[src/cfol_pkg.sv]
`timescale 1ns / 1ps
// ----------------------------------------------------------------------------
// cfol_pkg
// Shared types, constants and the rounding helper of the cascaded low-pass.
// ----------------------------------------------------------------------------
package cfol_pkg;

	localparam int COEFF_W    = 32;                      // coefficient and state width
	localparam int STAGES_W   = 4;                       // stages_in_use register width
	localparam int CFG_IDX_W  = 2;                       // register index width
	localparam int CFG_DATA_W = 32;                      // widest register
	localparam int OP_A_W     = COEFF_W + 1;             // room for x + x_prev
	localparam int PROD_W     = OP_A_W + COEFF_W;
	localparam int ACC_W      = PROD_W + 1;              // sum of two products

	localparam logic [CFG_IDX_W-1:0] REG_FEEDBACK    = 2'd0;
	localparam logic [CFG_IDX_W-1:0] REG_FEEDFORWARD = 2'd1;
	localparam logic [CFG_IDX_W-1:0] REG_GAIN        = 2'd2;
	localparam logic [CFG_IDX_W-1:0] REG_STAGES      = 2'd3;

	localparam logic signed [COEFF_W-1:0] GAIN_RESET = 32'sd16777216;

	typedef struct packed {
		logic mul_en;    // register a new product
		logic acc_load;  // accumulator takes the product
		logic acc_add;   // accumulator adds the product
	} mac_ctl_t;

	// Round half up by sh bits and saturate to signed 32 bits.
	function automatic logic signed [COEFF_W-1:0] round_sat32(
		input logic signed [ACC_W-1:0] acc,
		input int unsigned             sh
	);
		logic signed [ACC_W:0] t;
		logic signed [ACC_W:0] hi;
		logic signed [ACC_W:0] lo;
		hi = (ACC_W+1)'(32'sh7fffffff);
		lo = -hi - (ACC_W+1)'(1);
		t  = (ACC_W+1)'(acc) + ((ACC_W+1)'(1) <<< (sh - 1));
		t  = t >>> sh;
		if (t > hi) begin
			return hi[COEFF_W-1:0];
		end else if (t < lo) begin
			return lo[COEFF_W-1:0];
		end
		return t[COEFF_W-1:0];
	endfunction

endpackage

[src/cfol_mac.sv]
`timescale 1ns / 1ps
// ----------------------------------------------------------------------------
// cfol_mac
// Shared multiply-accumulate unit: registered product, then accumulator.
// ----------------------------------------------------------------------------
module cfol_mac import cfol_pkg::*; (
	input  logic                      clk,
	input  mac_ctl_t                  ctl,
	input  logic signed [OP_A_W-1:0]  op_a,
	input  logic signed [COEFF_W-1:0] op_b,
	output logic signed [ACC_W-1:0]   acc
);

	logic signed [PROD_W-1:0] prod_s1;
	logic signed [ACC_W-1:0]  acc_s2;

	always_ff @(posedge clk) begin
		if (ctl.mul_en) begin
			prod_s1 <= op_a * op_b;
		end
		if (ctl.acc_load) begin
			acc_s2 <= ACC_W'(prod_s1);
		end else if (ctl.acc_add) begin
			acc_s2 <= acc_s2 + ACC_W'(prod_s1);
		end
	end

	assign acc = acc_s2;

endmodule

[src/cascaded_first_order_lowpass_top.sv]
`timescale 1ns / 1ps
// ----------------------------------------------------------------------------
// cascaded_first_order_lowpass_top
// Gain stage followed by a cascade of first-order bilinear low-pass sections.
// ----------------------------------------------------------------------------
// Each input word is one Q1.23 audio sample. It is scaled by input_gain
// (Q8.24) and then run through stages_in_use identical sections, each
// computing y = c1*y_prev + c2*(x + x_prev) in Q8.24 with round-half-up and
// saturation to 32 bits; values above MAX_STAGES act as MAX_STAGES, and zero
// sections pass the scaled sample straight through. The result word is the
// last active section's value, rounded and saturated back to SAMPLE_BITS.
// All arithmetic goes through a single multiply-accumulate unit with a
// registered product and a registered accumulator. For each accepted
// sample the gain step multiplies, loads the product and rounds; each
// section then multiplies c2 by (x + x_prev), multiplies c1 by y_prev while
// loading the first product, adds the second product and rounds; a final
// hand-over step moves the result to the output register, waiting while
// the previous result is still there to be taken; the next sample is only
// taken once the block is back in idle. The block takes one sample at a
// time; s_axis_tready is high only while it is idle, but a finished result
// sits in an output register, so the next sample can be accepted while the
// previous result still waits to be taken. The
// previous-sample store has a valid bit per entry, cleared by reset, so no
// clearing pass is needed after reset. Sections that are switched off keep
// their stored values and resume with them. Registers are written through a
// plain write port and must only be changed while the block is idle.
// ----------------------------------------------------------------------------
module cascaded_first_order_lowpass_top import cfol_pkg::*; #(
	parameter int MAX_STAGES  = 8,
	parameter int SAMPLE_BITS = 24
) (
	input  logic                           clk,
	input  logic                           arst_n,
	// configuration write port
	input  logic                           cfg_we,
	input  logic [CFG_IDX_W-1:0]           cfg_addr,
	input  logic [CFG_DATA_W-1:0]          cfg_wdata,
	// input stream
	input  logic                           s_axis_tvalid,
	output logic                           s_axis_tready,
	input  logic [((SAMPLE_BITS+7)/8)*8-1:0] s_axis_tdata,  // [SAMPLE_BITS-1:0] sample_in
	// output stream
	output logic                           m_axis_tvalid,
	input  logic                           m_axis_tready,
	output logic [((SAMPLE_BITS+7)/8)*8-1:0] m_axis_tdata   // [SAMPLE_BITS-1:0] sample_out
);

	localparam int TDATA_W = ((SAMPLE_BITS + 7) / 8) * 8;
	localparam int DEPTH   = MAX_STAGES + 1;
	localparam int AW      = $clog2(DEPTH);

	// Output conversion from Q8.24 to Q1.(SAMPLE_BITS-1).
	localparam int OUT_W   = COEFF_W + 9;
	localparam int OUT_RSH = (SAMPLE_BITS < 25) ? 25 - SAMPLE_BITS : 0;
	localparam int OUT_LSH = (SAMPLE_BITS > 25) ? SAMPLE_BITS - 25 : 0;
	localparam logic signed [OUT_W-1:0] OUT_HALF =
		(OUT_RSH > 0) ? (OUT_W'(1) <<< (OUT_RSH - 1)) : OUT_W'(0);
	localparam logic signed [OUT_W-1:0] OUT_MAX =
		(OUT_W'(1) <<< (SAMPLE_BITS - 1)) - OUT_W'(1);
	localparam logic signed [OUT_W-1:0] OUT_MIN = -OUT_MAX - OUT_W'(1);

	// Sequencer states.
	localparam logic [2:0] ST_IDLE = 3'd0;  // waiting for a sample
	localparam logic [2:0] ST_MG   = 3'd1;  // multiply sample by gain
	localparam logic [2:0] ST_AG   = 3'd2;  // load gain product
	localparam logic [2:0] ST_MA   = 3'd3;  // multiply c2 by (x + x_prev)
	localparam logic [2:0] ST_MB   = 3'd4;  // multiply c1 by y_prev, load first product
	localparam logic [2:0] ST_AC   = 3'd5;  // add second product
	localparam logic [2:0] ST_RND  = 3'd6;  // round, saturate, store
	localparam logic [2:0] ST_OUT  = 3'd7;  // hand the result to the output register

	// Registers.
	logic [2:0]                    state_q;
	logic [AW-1:0]                 k_q;       // section being worked on, 0 for the gain step
	logic [AW-1:0]                 order_q;   // sections in use for this sample
	logic signed [COEFF_W-1:0]     fb_q;
	logic signed [COEFF_W-1:0]     ff_q;
	logic signed [COEFF_W-1:0]     gain_q;
	logic [STAGES_W-1:0]           stages_q;
	logic [DEPTH-1:0]              vld_q;
	logic                          rvld_q;
	logic                          m_tvalid_q;
	logic signed [SAMPLE_BITS-1:0] x_in_q;
	logic signed [COEFF_W-1:0]     x_q;       // current section input, finally the result
	logic signed [COEFF_W-1:0]     xp_q;      // previous value of the current section input
	logic signed [COEFF_W-1:0]     yp_q;      // previous output of the current section
	logic signed [COEFF_W-1:0]     rdata_q;
	logic [SAMPLE_BITS-1:0]        m_data_q;
	logic signed [COEFF_W-1:0]     mem [DEPTH];

	// Combinational signals.
	mac_ctl_t                      mac_ctl;
	logic signed [OP_A_W-1:0]      op_a;
	logic signed [COEFF_W-1:0]     op_b;
	logic signed [ACC_W-1:0]       acc;
	logic signed [COEFF_W-1:0]     rnd_y;
	logic signed [COEFF_W-1:0]     yprev;
	logic [AW-1:0]                 rd_addr;
	logic [AW-1:0]                 eff_order;
	logic                          in_acc;
	logic                          out_free;
	logic                          last_sec;
	logic signed [OUT_W-1:0]       out_wide;
	logic [SAMPLE_BITS-1:0]        out_sat;

	assign in_acc    = s_axis_tvalid && s_axis_tready;
	assign out_free  = !m_tvalid_q || m_axis_tready;
	assign last_sec  = (k_q == order_q);
	assign eff_order = (int'(stages_q) > MAX_STAGES) ? AW'(MAX_STAGES) : AW'(stages_q);
	assign yprev     = rvld_q ? rdata_q : '0;

	assign s_axis_tready = (state_q == ST_IDLE);
	assign m_axis_tvalid = m_tvalid_q;
	assign m_axis_tdata  = TDATA_W'(m_data_q);

	// The gain step rounds away the sample's fraction bits; sections drop 30 bits.
	assign rnd_y = (k_q == '0) ? round_sat32(acc, SAMPLE_BITS - 1) : round_sat32(acc, 30);

	// The next section's stored output is fetched while the current one rounds.
	always_comb begin
		case (state_q)
			ST_IDLE: rd_addr = '0;
			ST_RND:  rd_addr = last_sec ? k_q : k_q + AW'(1);
			default: rd_addr = k_q;
		endcase
	end

	// Operand selection for the shared multiplier.
	always_comb begin
		mac_ctl = '0;
		op_a    = '0;
		op_b    = '0;
		case (state_q)
			ST_MG: begin
				mac_ctl.mul_en = 1'b1;
				op_a           = OP_A_W'(x_in_q);
				op_b           = gain_q;
			end
			ST_AG: begin
				mac_ctl.acc_load = 1'b1;
			end
			ST_MA: begin
				mac_ctl.mul_en = 1'b1;
				op_a           = OP_A_W'(x_q) + OP_A_W'(xp_q);
				op_b           = ff_q;
			end
			ST_MB: begin
				mac_ctl.mul_en   = 1'b1;
				mac_ctl.acc_load = 1'b1;
				op_a             = OP_A_W'(yp_q);
				op_b             = fb_q;
			end
			ST_AC: begin
				mac_ctl.acc_add = 1'b1;
			end
			default: ;
		endcase
	end

	cfol_mac u_mac (
		.clk  (clk),
		.ctl  (mac_ctl),
		.op_a (op_a),
		.op_b (op_b),
		.acc  (acc)
	);

	// Conversion of the final Q8.24 value to the output sample format.
	always_comb begin
		out_wide = ((OUT_W'(x_q) + OUT_HALF) >>> OUT_RSH) <<< OUT_LSH;
		if (out_wide > OUT_MAX) begin
			out_sat = OUT_MAX[SAMPLE_BITS-1:0];
		end else if (out_wide < OUT_MIN) begin
			out_sat = OUT_MIN[SAMPLE_BITS-1:0];
		end else begin
			out_sat = out_wide[SAMPLE_BITS-1:0];
		end
	end

	// Control state and configuration registers.
	always_ff @(posedge clk or negedge arst_n) begin
		if (!arst_n) begin
			state_q    <= ST_IDLE;
			k_q        <= '0;
			order_q    <= '0;
			fb_q       <= '0;
			ff_q       <= '0;
			gain_q     <= GAIN_RESET;
			stages_q   <= STAGES_W'(1);
			vld_q      <= '0;
			rvld_q     <= 1'b0;
			m_tvalid_q <= 1'b0;
		end else begin
			rvld_q <= vld_q[rd_addr];
			if (cfg_we) begin
				case (cfg_addr)
					REG_FEEDBACK:    fb_q     <= cfg_wdata[COEFF_W-1:0];
					REG_FEEDFORWARD: ff_q     <= cfg_wdata[COEFF_W-1:0];
					REG_GAIN:        gain_q   <= cfg_wdata[COEFF_W-1:0];
					REG_STAGES:      stages_q <= cfg_wdata[STAGES_W-1:0];
					default: ;
				endcase
			end
			// A new result takes the output register as the old one leaves it.
			if (state_q == ST_OUT && out_free) begin
				m_tvalid_q <= 1'b1;
			end else if (m_axis_tready) begin
				m_tvalid_q <= 1'b0;
			end
			case (state_q)
				ST_IDLE: begin
					if (in_acc) begin
						k_q     <= '0;
						order_q <= eff_order;
						state_q <= ST_MG;
					end
				end
				ST_MG:  state_q <= ST_AG;
				ST_AG:  state_q <= ST_RND;
				ST_MA:  state_q <= ST_MB;
				ST_MB:  state_q <= ST_AC;
				ST_AC:  state_q <= ST_RND;
				ST_RND: begin
					vld_q[k_q] <= 1'b1;
					if (last_sec) begin
						state_q <= ST_OUT;
					end else begin
						k_q     <= k_q + AW'(1);
						state_q <= ST_MA;
					end
				end
				ST_OUT: begin
					if (out_free) begin
						state_q <= ST_IDLE;
					end
				end
				default: state_q <= ST_IDLE;
			endcase
		end
	end

	// Datapath registers and the previous-sample store.
	always_ff @(posedge clk) begin
		rdata_q <= mem[rd_addr];
		if (in_acc) begin
			x_in_q <= s_axis_tdata[SAMPLE_BITS-1:0];
		end
		if (state_q == ST_MG || state_q == ST_MA) begin
			yp_q <= yprev;
		end
		if (state_q == ST_RND) begin
			mem[k_q] <= rnd_y;
			xp_q     <= yp_q;
			x_q      <= rnd_y;
		end
		if (state_q == ST_OUT && out_free) begin
			m_data_q <= out_sat;
		end
	end

`ifndef SYNTH
	// The section counter never runs past the number of sections in use.
	a_k_in_range: assert property (@(posedge clk) disable iff (!arst_n)
		(state_q != ST_IDLE) |-> (k_q <= order_q))
		else $error("section counter beyond active order");

	// An accepted sample always starts with the gain step.
	a_accept_starts: assert property (@(posedge clk) disable iff (!arst_n)
		in_acc |=> (state_q == ST_MG && k_q == '0))
		else $error("accepted sample did not start the gain step");

	// A finished result reaches the output register and frees the block.
	a_result_out: assert property (@(posedge clk) disable iff (!arst_n)
		(state_q == ST_OUT && out_free) |=> (m_tvalid_q && state_q == ST_IDLE))
		else $error("result not delivered to the output register");

	// A new result is only ever raised from the hand-over state.
	a_valid_source: assert property (@(posedge clk) disable iff (!arst_n)
		$rose(m_tvalid_q) |-> ($past(state_q) == ST_OUT))
		else $error("output valid raised outside the hand-over state");
`endif

endmodule
[config.mk]
export PLATFORM = sky130hd
export DESIGN_NAME = cascaded_first_order_lowpass_top
export DESIGN_NICKNAME = d
export VERILOG_FILES = /design/src/cfol_pkg.sv /design/src/cfol_mac.sv /design/src/cascaded_first_order_lowpass_top.sv
export SDC_FILE = /design/constraint.sdc
export NUM_CORES = 2
export LEC_CHECK = 0
export BUFFER_PORTS_ARGS = -buffer_cell sky130_fd_sc_hd__buf_2
export CAP_MARGIN = 20
export CORE_MARGIN = 1
export CORE_UTILIZATION = 40
export CTS_CLUSTER_DIAMETER = 200
export DETAILED_ROUTE_END_ITERATION = 6
export SLEW_MARGIN = 20
export SYNTH_ARGS = -nofsm -noshare
export SYNTH_HDL_FRONTEND = slang
export SYNTH_SLANG_ARGS = --single-unit
[constraint.sdc]
create_clock -name clk -period 11.38 [get_ports clk]
set_input_delay 0.569 -clock clk [delete_from_list [all_inputs] [get_ports clk]]
set_output_delay 0.569 -clock clk [all_outputs]
set_load 0.005 [all_outputs]
# Word-level counts from Yosys, hierarchy flattened
# Memory sizes are Yosys's and may differ from the RTL's. A register that Yosys moved wholly into a read port is not among the register bits.
# Index checks and enable logic that the tools add are counted.
# totals
memories	1
register_bits	397
output_inout_bits	26
mem_bits_rw	288
wordCells	107
# op_classes
eq_ne	13
n_mul	1
n_reduce_logical	22
n_bitwise	1
order_cmp	10
muxes	36
n_addsub	6
# memory_table
memory	words	width	rd	rd_clocked_by_memory_dff	write_ports	line	source
mem	9	32	1	1	1	cascaded_first_order_lowpass_top.sv:89	logic signed [COEFF_W-1:0] mem [DEPTH];
# ops
op	count
32-bit two-way mux	7
66-bit two-way mux	2
33-bit one-hot mux with 3 select lines	1
32-bit one-hot mux with 3 select lines	1
66-bit by 24-bit adder with 67-bit output (second input constant)	1
66-bit by 31-bit adder with 67-bit output (second input constant)	1
66-bit by 65-bit adder with 66-bit output	1
33-bit by 32-bit multiplier with 65-bit output	1
44-bit by 32-bit > comparator with 1-bit output (second input constant)	1
44-bit by 32-bit less-than comparator with 1-bit output (second input constant)	1
37-bit by 32-bit > comparator with 1-bit output (second input constant)	1
37-bit by 32-bit less-than comparator with 1-bit output (second input constant)	1
32-bit by 2-bit adder with 33-bit output (second input constant)	1
32-bit by 32-bit adder with 33-bit output	1
32-bit by 24-bit > comparator with 1-bit output (second input constant)	1
32-bit by 24-bit less-than comparator with 1-bit output (second input constant)	1
24-bit two-way mux	1
3-bit one-hot mux with 7 select lines	1
4-bit one-hot mux with 2 select lines	2
2-bit AND reduction	7
1-bit two-way mux	13
3-bit == test (second input constant)	4
4-bit two-way mux	3
4-bit by 5-bit less-than comparator with 1-bit output (second input constant)	2
other kinds (23)	33

# Longest topological paths before layout
# logic_depth
ltp_word	6
depth_mapped	42
depth_no_buf	40

# Cells and area by module
# A second synthesis with hierarchy kept.
# unflattened
cells_unflattened	7254
area_unflattened_um2	73110.1
# modules_own_cells
mod	instances	area_each_um2	seq_area_each_um2	cells_each
cfol_mac	1	45999.1	3933.8	4938
cascaded_first_order_lowpass_top	1	27111.0	16668.5	2316

# Worst setup path before layout
# OpenSTA, ideal clock, no wires.
# synth_timing
path_kind	register to register
startpoint	reg x_q[0]
endpoint	reg u_mac.prod_s1[63] (data pin)
synth_period_minus_slack_ns	10.028
path_stages_with_launch	36
path_slack_ns	1.352
required_ns	11.109
setup_ns	0.271
t_arrival_ns	9.757
path_cell_list	edfxtp_1 -> ha_1 -> inv_1 -> fa_1 -> nor2b_1 -> o2111a_1 -> nor4b_1 -> o211ai_1 -> nand4_1 -> a21oi_1 -> a31oi_1 -> o21ai_1 -> and3_1 -> clkbuf_1 -> clkbuf_1 -> nor2_1 -> ha_1 -> fa_1 -> fa_1 -> inv_1 -> fa_1 -> fa_1 -> inv_1 -> fa_1 -> fa_1 -> fa_1 -> ha_1 -> a21oi_1 -> o21ai_0 -> a21o_1 -> a21o_1 -> a31o_2 -> a31oi_1 -> o21ai_1 -> a2111oi_0 -> xnor2_1
# synth_between
elab_chain_cells	3
# synth_rtl
item	line	source
start: declaration	cascaded_first_order_lowpass_top.sv:84	logic signed [COEFF_W-1:0] x_q;
start signal: assignment	cascaded_first_order_lowpass_top.sv:254	x_q <= rnd_y;
32-bit by 32-bit adder with 33-bit output	cascaded_first_order_lowpass_top.sv:144	op_a = OP_A_W'(x_q) + OP_A_W'(xp_q);
33-bit one-hot mux with 3 select lines	cascaded_first_order_lowpass_top.sv:133	case (state_q)
33-bit by 32-bit multiplier with 65-bit output	cfol_mac.sv:19	prod_s1 <= op_a * op_b;
end signal: assignment	cfol_mac.sv:19	
end: declaration	cfol_mac.sv:14	logic signed [PROD_W-1:0] prod_s1;
# No other way between the ends.
# A chain may end at the register's enable or synchronous reset.

# Worst setup path after layout
# layout_timing
startpoint	reg x_q[0]
endpoint	reg u_mac.prod_s1[62] (data pin)
# Same word-level chain as after synthesis.

==> impl_metrics.env <==
export IMPL_status="finished, final reports clean"
export IMPL_clkSinkCount=717
export IMPL_finalMaxSlewViolations=0
export IMPL_finalSetupTns_ns=0
export IMPL_largest_net_degree_at_the_start_of_global_routing=87
export IMPL_core_area_um2=179000
export IMPL_num_nets_final=8806
export IMPL_synth_edf_count=563
export IMPL_timing_clock_skew_ns=0.0714
export IMPL_ctsLongestPathBuffers=3
export IMPL_synthesis_area_um2=72500
export IMPL_clock_fmax_mhz=90.7
export IMPL_initial_antenna_violation_count=19
export IMPL_clockRootBuffer="clkbuf_16"
export IMPL_most_common_layout_cells="inv_1 (1232), fa_1 (1114), nand2_1 (956)"
export IMPL_die_width_um=428
export IMPL_slowest_stage="fa_1"
export IMPL_drive_above_1_share_pct=8.66
export IMPL_syn_num_nets=8826
export IMPL_drt_vias_per_instance=5.46
export IMPL_yosys_register_bits=717
export IMPL_hold_ws_ns=0.0476
export IMPL_dp_hpwl_um=187000
export IMPL_first_iter_violations=4726
export IMPL_kind_of_end_point_of_the_critical_path="register"
export IMPL_via_count=53300
export IMPL_clk_latency_ns=0.74
export IMPL_tritoncts_num_buffers=81
export IMPL_setup_worst_path_start_class="register"
export IMPL_grt_pass1_wl_um=355000
export IMPL_fin_cells=9769
export IMPL_ant_nets=0
export IMPL_cts_tree="built"
export IMPL_netlist_top_cell_by_area="fa_1"
export IMPL_fin_crit_sh_pct=96.9
export IMPL_rows=155
export IMPL_place_gp_congestion=1.00
export IMPL_worst_slew_margin_rel_pct=16.2
export IMPL_path_clk_slew_ns=0.06
export IMPL_wl_per_cell_um=24.1
export IMPL_critical_path_arrival_ns=11.61
export IMPL_areaGrowthSynthToFinish_pct=9.11
export IMPL_worstSetupPathType="register to register"
export IMPL_min_delay_path_class="input port to register"
export IMPL_overflow=0
export IMPL_design_portCount=89
export IMPL_timing_critical_path_slowest_cell_delay_ns=0.59
export IMPL_drt_pre_antenna_iters=6
export IMPL_port_buffers=88
export IMPL_place_worst_setup_slack_ns=-0.333
export IMPL_die_extent_in_y_um=428
export IMPL_mostFrequentLayoutCell="inv_1"
export IMPL_cts_htree_levels=3
export IMPL_layout_min_cycle_time_ns=11.02
export IMPL_yosys_warnings=0
export IMPL_groute_usage_overall_pct=26.2
export IMPL_final_critical_path_setup_slack_ns=0.357
export IMPL_syn_area_per_cell_um2=9.85
export IMPL_number_of_endpoints_with_negative_hold_slack_in_the_final_report=0
export IMPL_finalWirelength_um=236000
export IMPL_synth_distinct_cells=92
export IMPL_number_of_global_route_vias_before_repair=55100
export IMPL_synthArstFlopShare_pct=17.0
export IMPL_timing_critical_path_required_ns=11.97
export IMPL_tightestPinTransition_ns=1.25
export IMPL_critical_path_most_common_cell="fa_1"
export IMPL_floorplan_die_area_um2=183000
export IMPL_post_route_drc_count=0
export IMPL_postSynth_topFlopCell="edfxtp_1"
export IMPL_placed_instances=9604
export IMPL_maxCapViolCount=0
export IMPL_synthesis_instances=7359
export IMPL_post_synth_main_area_contributors="fa_1 (31%), edfxtp_1 (23%), inv_1 (6.4%), ha_1 (5.0%), nand2_1 (5.0%)"
export IMPL_ys_seq_area_share_pct=28.4
export IMPL_initial_utilization_pct=40.4
export IMPL_yosys_top_cell_area_share_pct=30.8
export IMPL_setup_viol=0
export IMPL_cp_max_fo=18
export IMPL_worst_r2r_setup_slack_ns=0.36
Yosys cell counts, types with 25 or more instances:
cell      instances
a21o_1          116
a21oi_1         285
a311oi_1         34
a31oi_1          54
and2_1           62
and3_1           69
buf_1            26
clkbuf_1        341
dfrtp_1         120
dfxtp_1          32
edfxtp_1        563
fa_1           1114
ha_1            290
inv_1          1233
mux2_2          108
mux2i_1          52
nand2_1         959
nand2b_1         38
nand3_1         127
nand4_1          65
nor2_1          709
nor2b_1          25
nor3_1           49
o21a_1           67
o21ai_0         150
o21ai_1         111
o21bai_1         27
o22a_1           32
xnor2_1         164
xor2_1           86
layout make-up:
type	instances	area [µm²]
fillers	17300	100000
well taps	2355	2950
multi-input cells	5021	46100
flip-flops and latches	717	20600
repair buffers	283	2030
clock inverters	48	504
diodes	8	20.0
clock buffers	102	2200
inverters	1235	4640
flip-flops by register name, summed over array words and instances (netlist names):
register	cells
mem	288
x_in_q	24
order_q	4
fb_q	32
xp_q	32
u_mac.acc	66
yp_q	32
m_axis_tvalid	1
gain_q	32
stages_q	4
x_q	32
rdata_q	32
vld_q	9
k_q	4
state_q	3
u_mac.prod_s1	65
rvld_q	1
ff_q	32
m_axis_tdata	24
kinds of logic (layout without fill, tap and decap cells):
family / count (synthesis) / in the layout / share of synthesized area [%]
and+or+nand+nor: 2184 / 2184 / 13.0
AOI/OAI and AO/OA: 1022 / 1022 / 8.92
DFF: 717 / 717 / 28.4
adders and majority gates: 1404 / 1404 / 35.8
xor gates and xnor gates: 250 / 250 / 3.02
buffers and inverters: 1621 / 1668 / 8.46
muxes: 161 / 161 / 2.43
other: 0 / 8 / 0
worst max-delay path: cells and delay by family (launching register included):
kind                     cells  cell delay (ns)
AND/OR/NAND/NOR              7             1.53
buffers and inverters        6             0.62
flip-flops                   1             0.45
AO/OA/AOI/OAI               12             2.84
multiplexers                 1             0.46
adder cells (fa/ha/maj)     11             4.99
worst paths after layout:
check | end | depth (start not counted) | startpoint
min in group asynchronous | gain_q[31]$_DFFE_PN0P_ | 2 | arst_n
max in group asynchronous | fb_q[12]$_DFFE_PN0P_ | 3 | arst_n
setup / recovery | u_mac.prod_s1[62]$_DFFE_PP_ | 37 | x_q[0]$_DFFE_PP_
setup reg to reg | u_mac.prod_s1[62]$_DFFE_PP_ | 37 | x_q[0]$_DFFE_PP_
hold reg to reg | xp_q[12]$_DFFE_PP_ | 0 | yp_q[12]$_SDFFCE_PN0P_
hold / removal | x_in_q[7]$_DFFE_PP_ | 1 | s_axis_tdata[7]
metal layers:
metal	part of all wire (%)	track usage [%]
met1	41	35.3
met2	46	41.4
met3	8.6	5.65
met4	4.4	10.3
met5	0	0
per-stage QoR:
stage | utilization, % | instance area [µm²]
2_1_floorplan | - | 72500
3_3_place_gp | 42.5 | 76200
3_5_place_dp | 42.5 | 76200
4_1_cts | 44.0 | 78900
5_1_grt | 44.1 | 79100
6_report | 44.1 | 79100
what timing repair did:
action / in CTS / in global routing
pin swaps: 0 / 1
endpoints found under the hold margin: 44 / 0
buffers inserted: 0 / 1
resized for setup: 2 / 17
cloned: 0 / 0
hold buffers: 5 / 0
setup endpoints to repair: 4 / 12
Power is not shown: default switching activity piles up to over one toggle a cycle in this logic, so the estimate is an artifact.
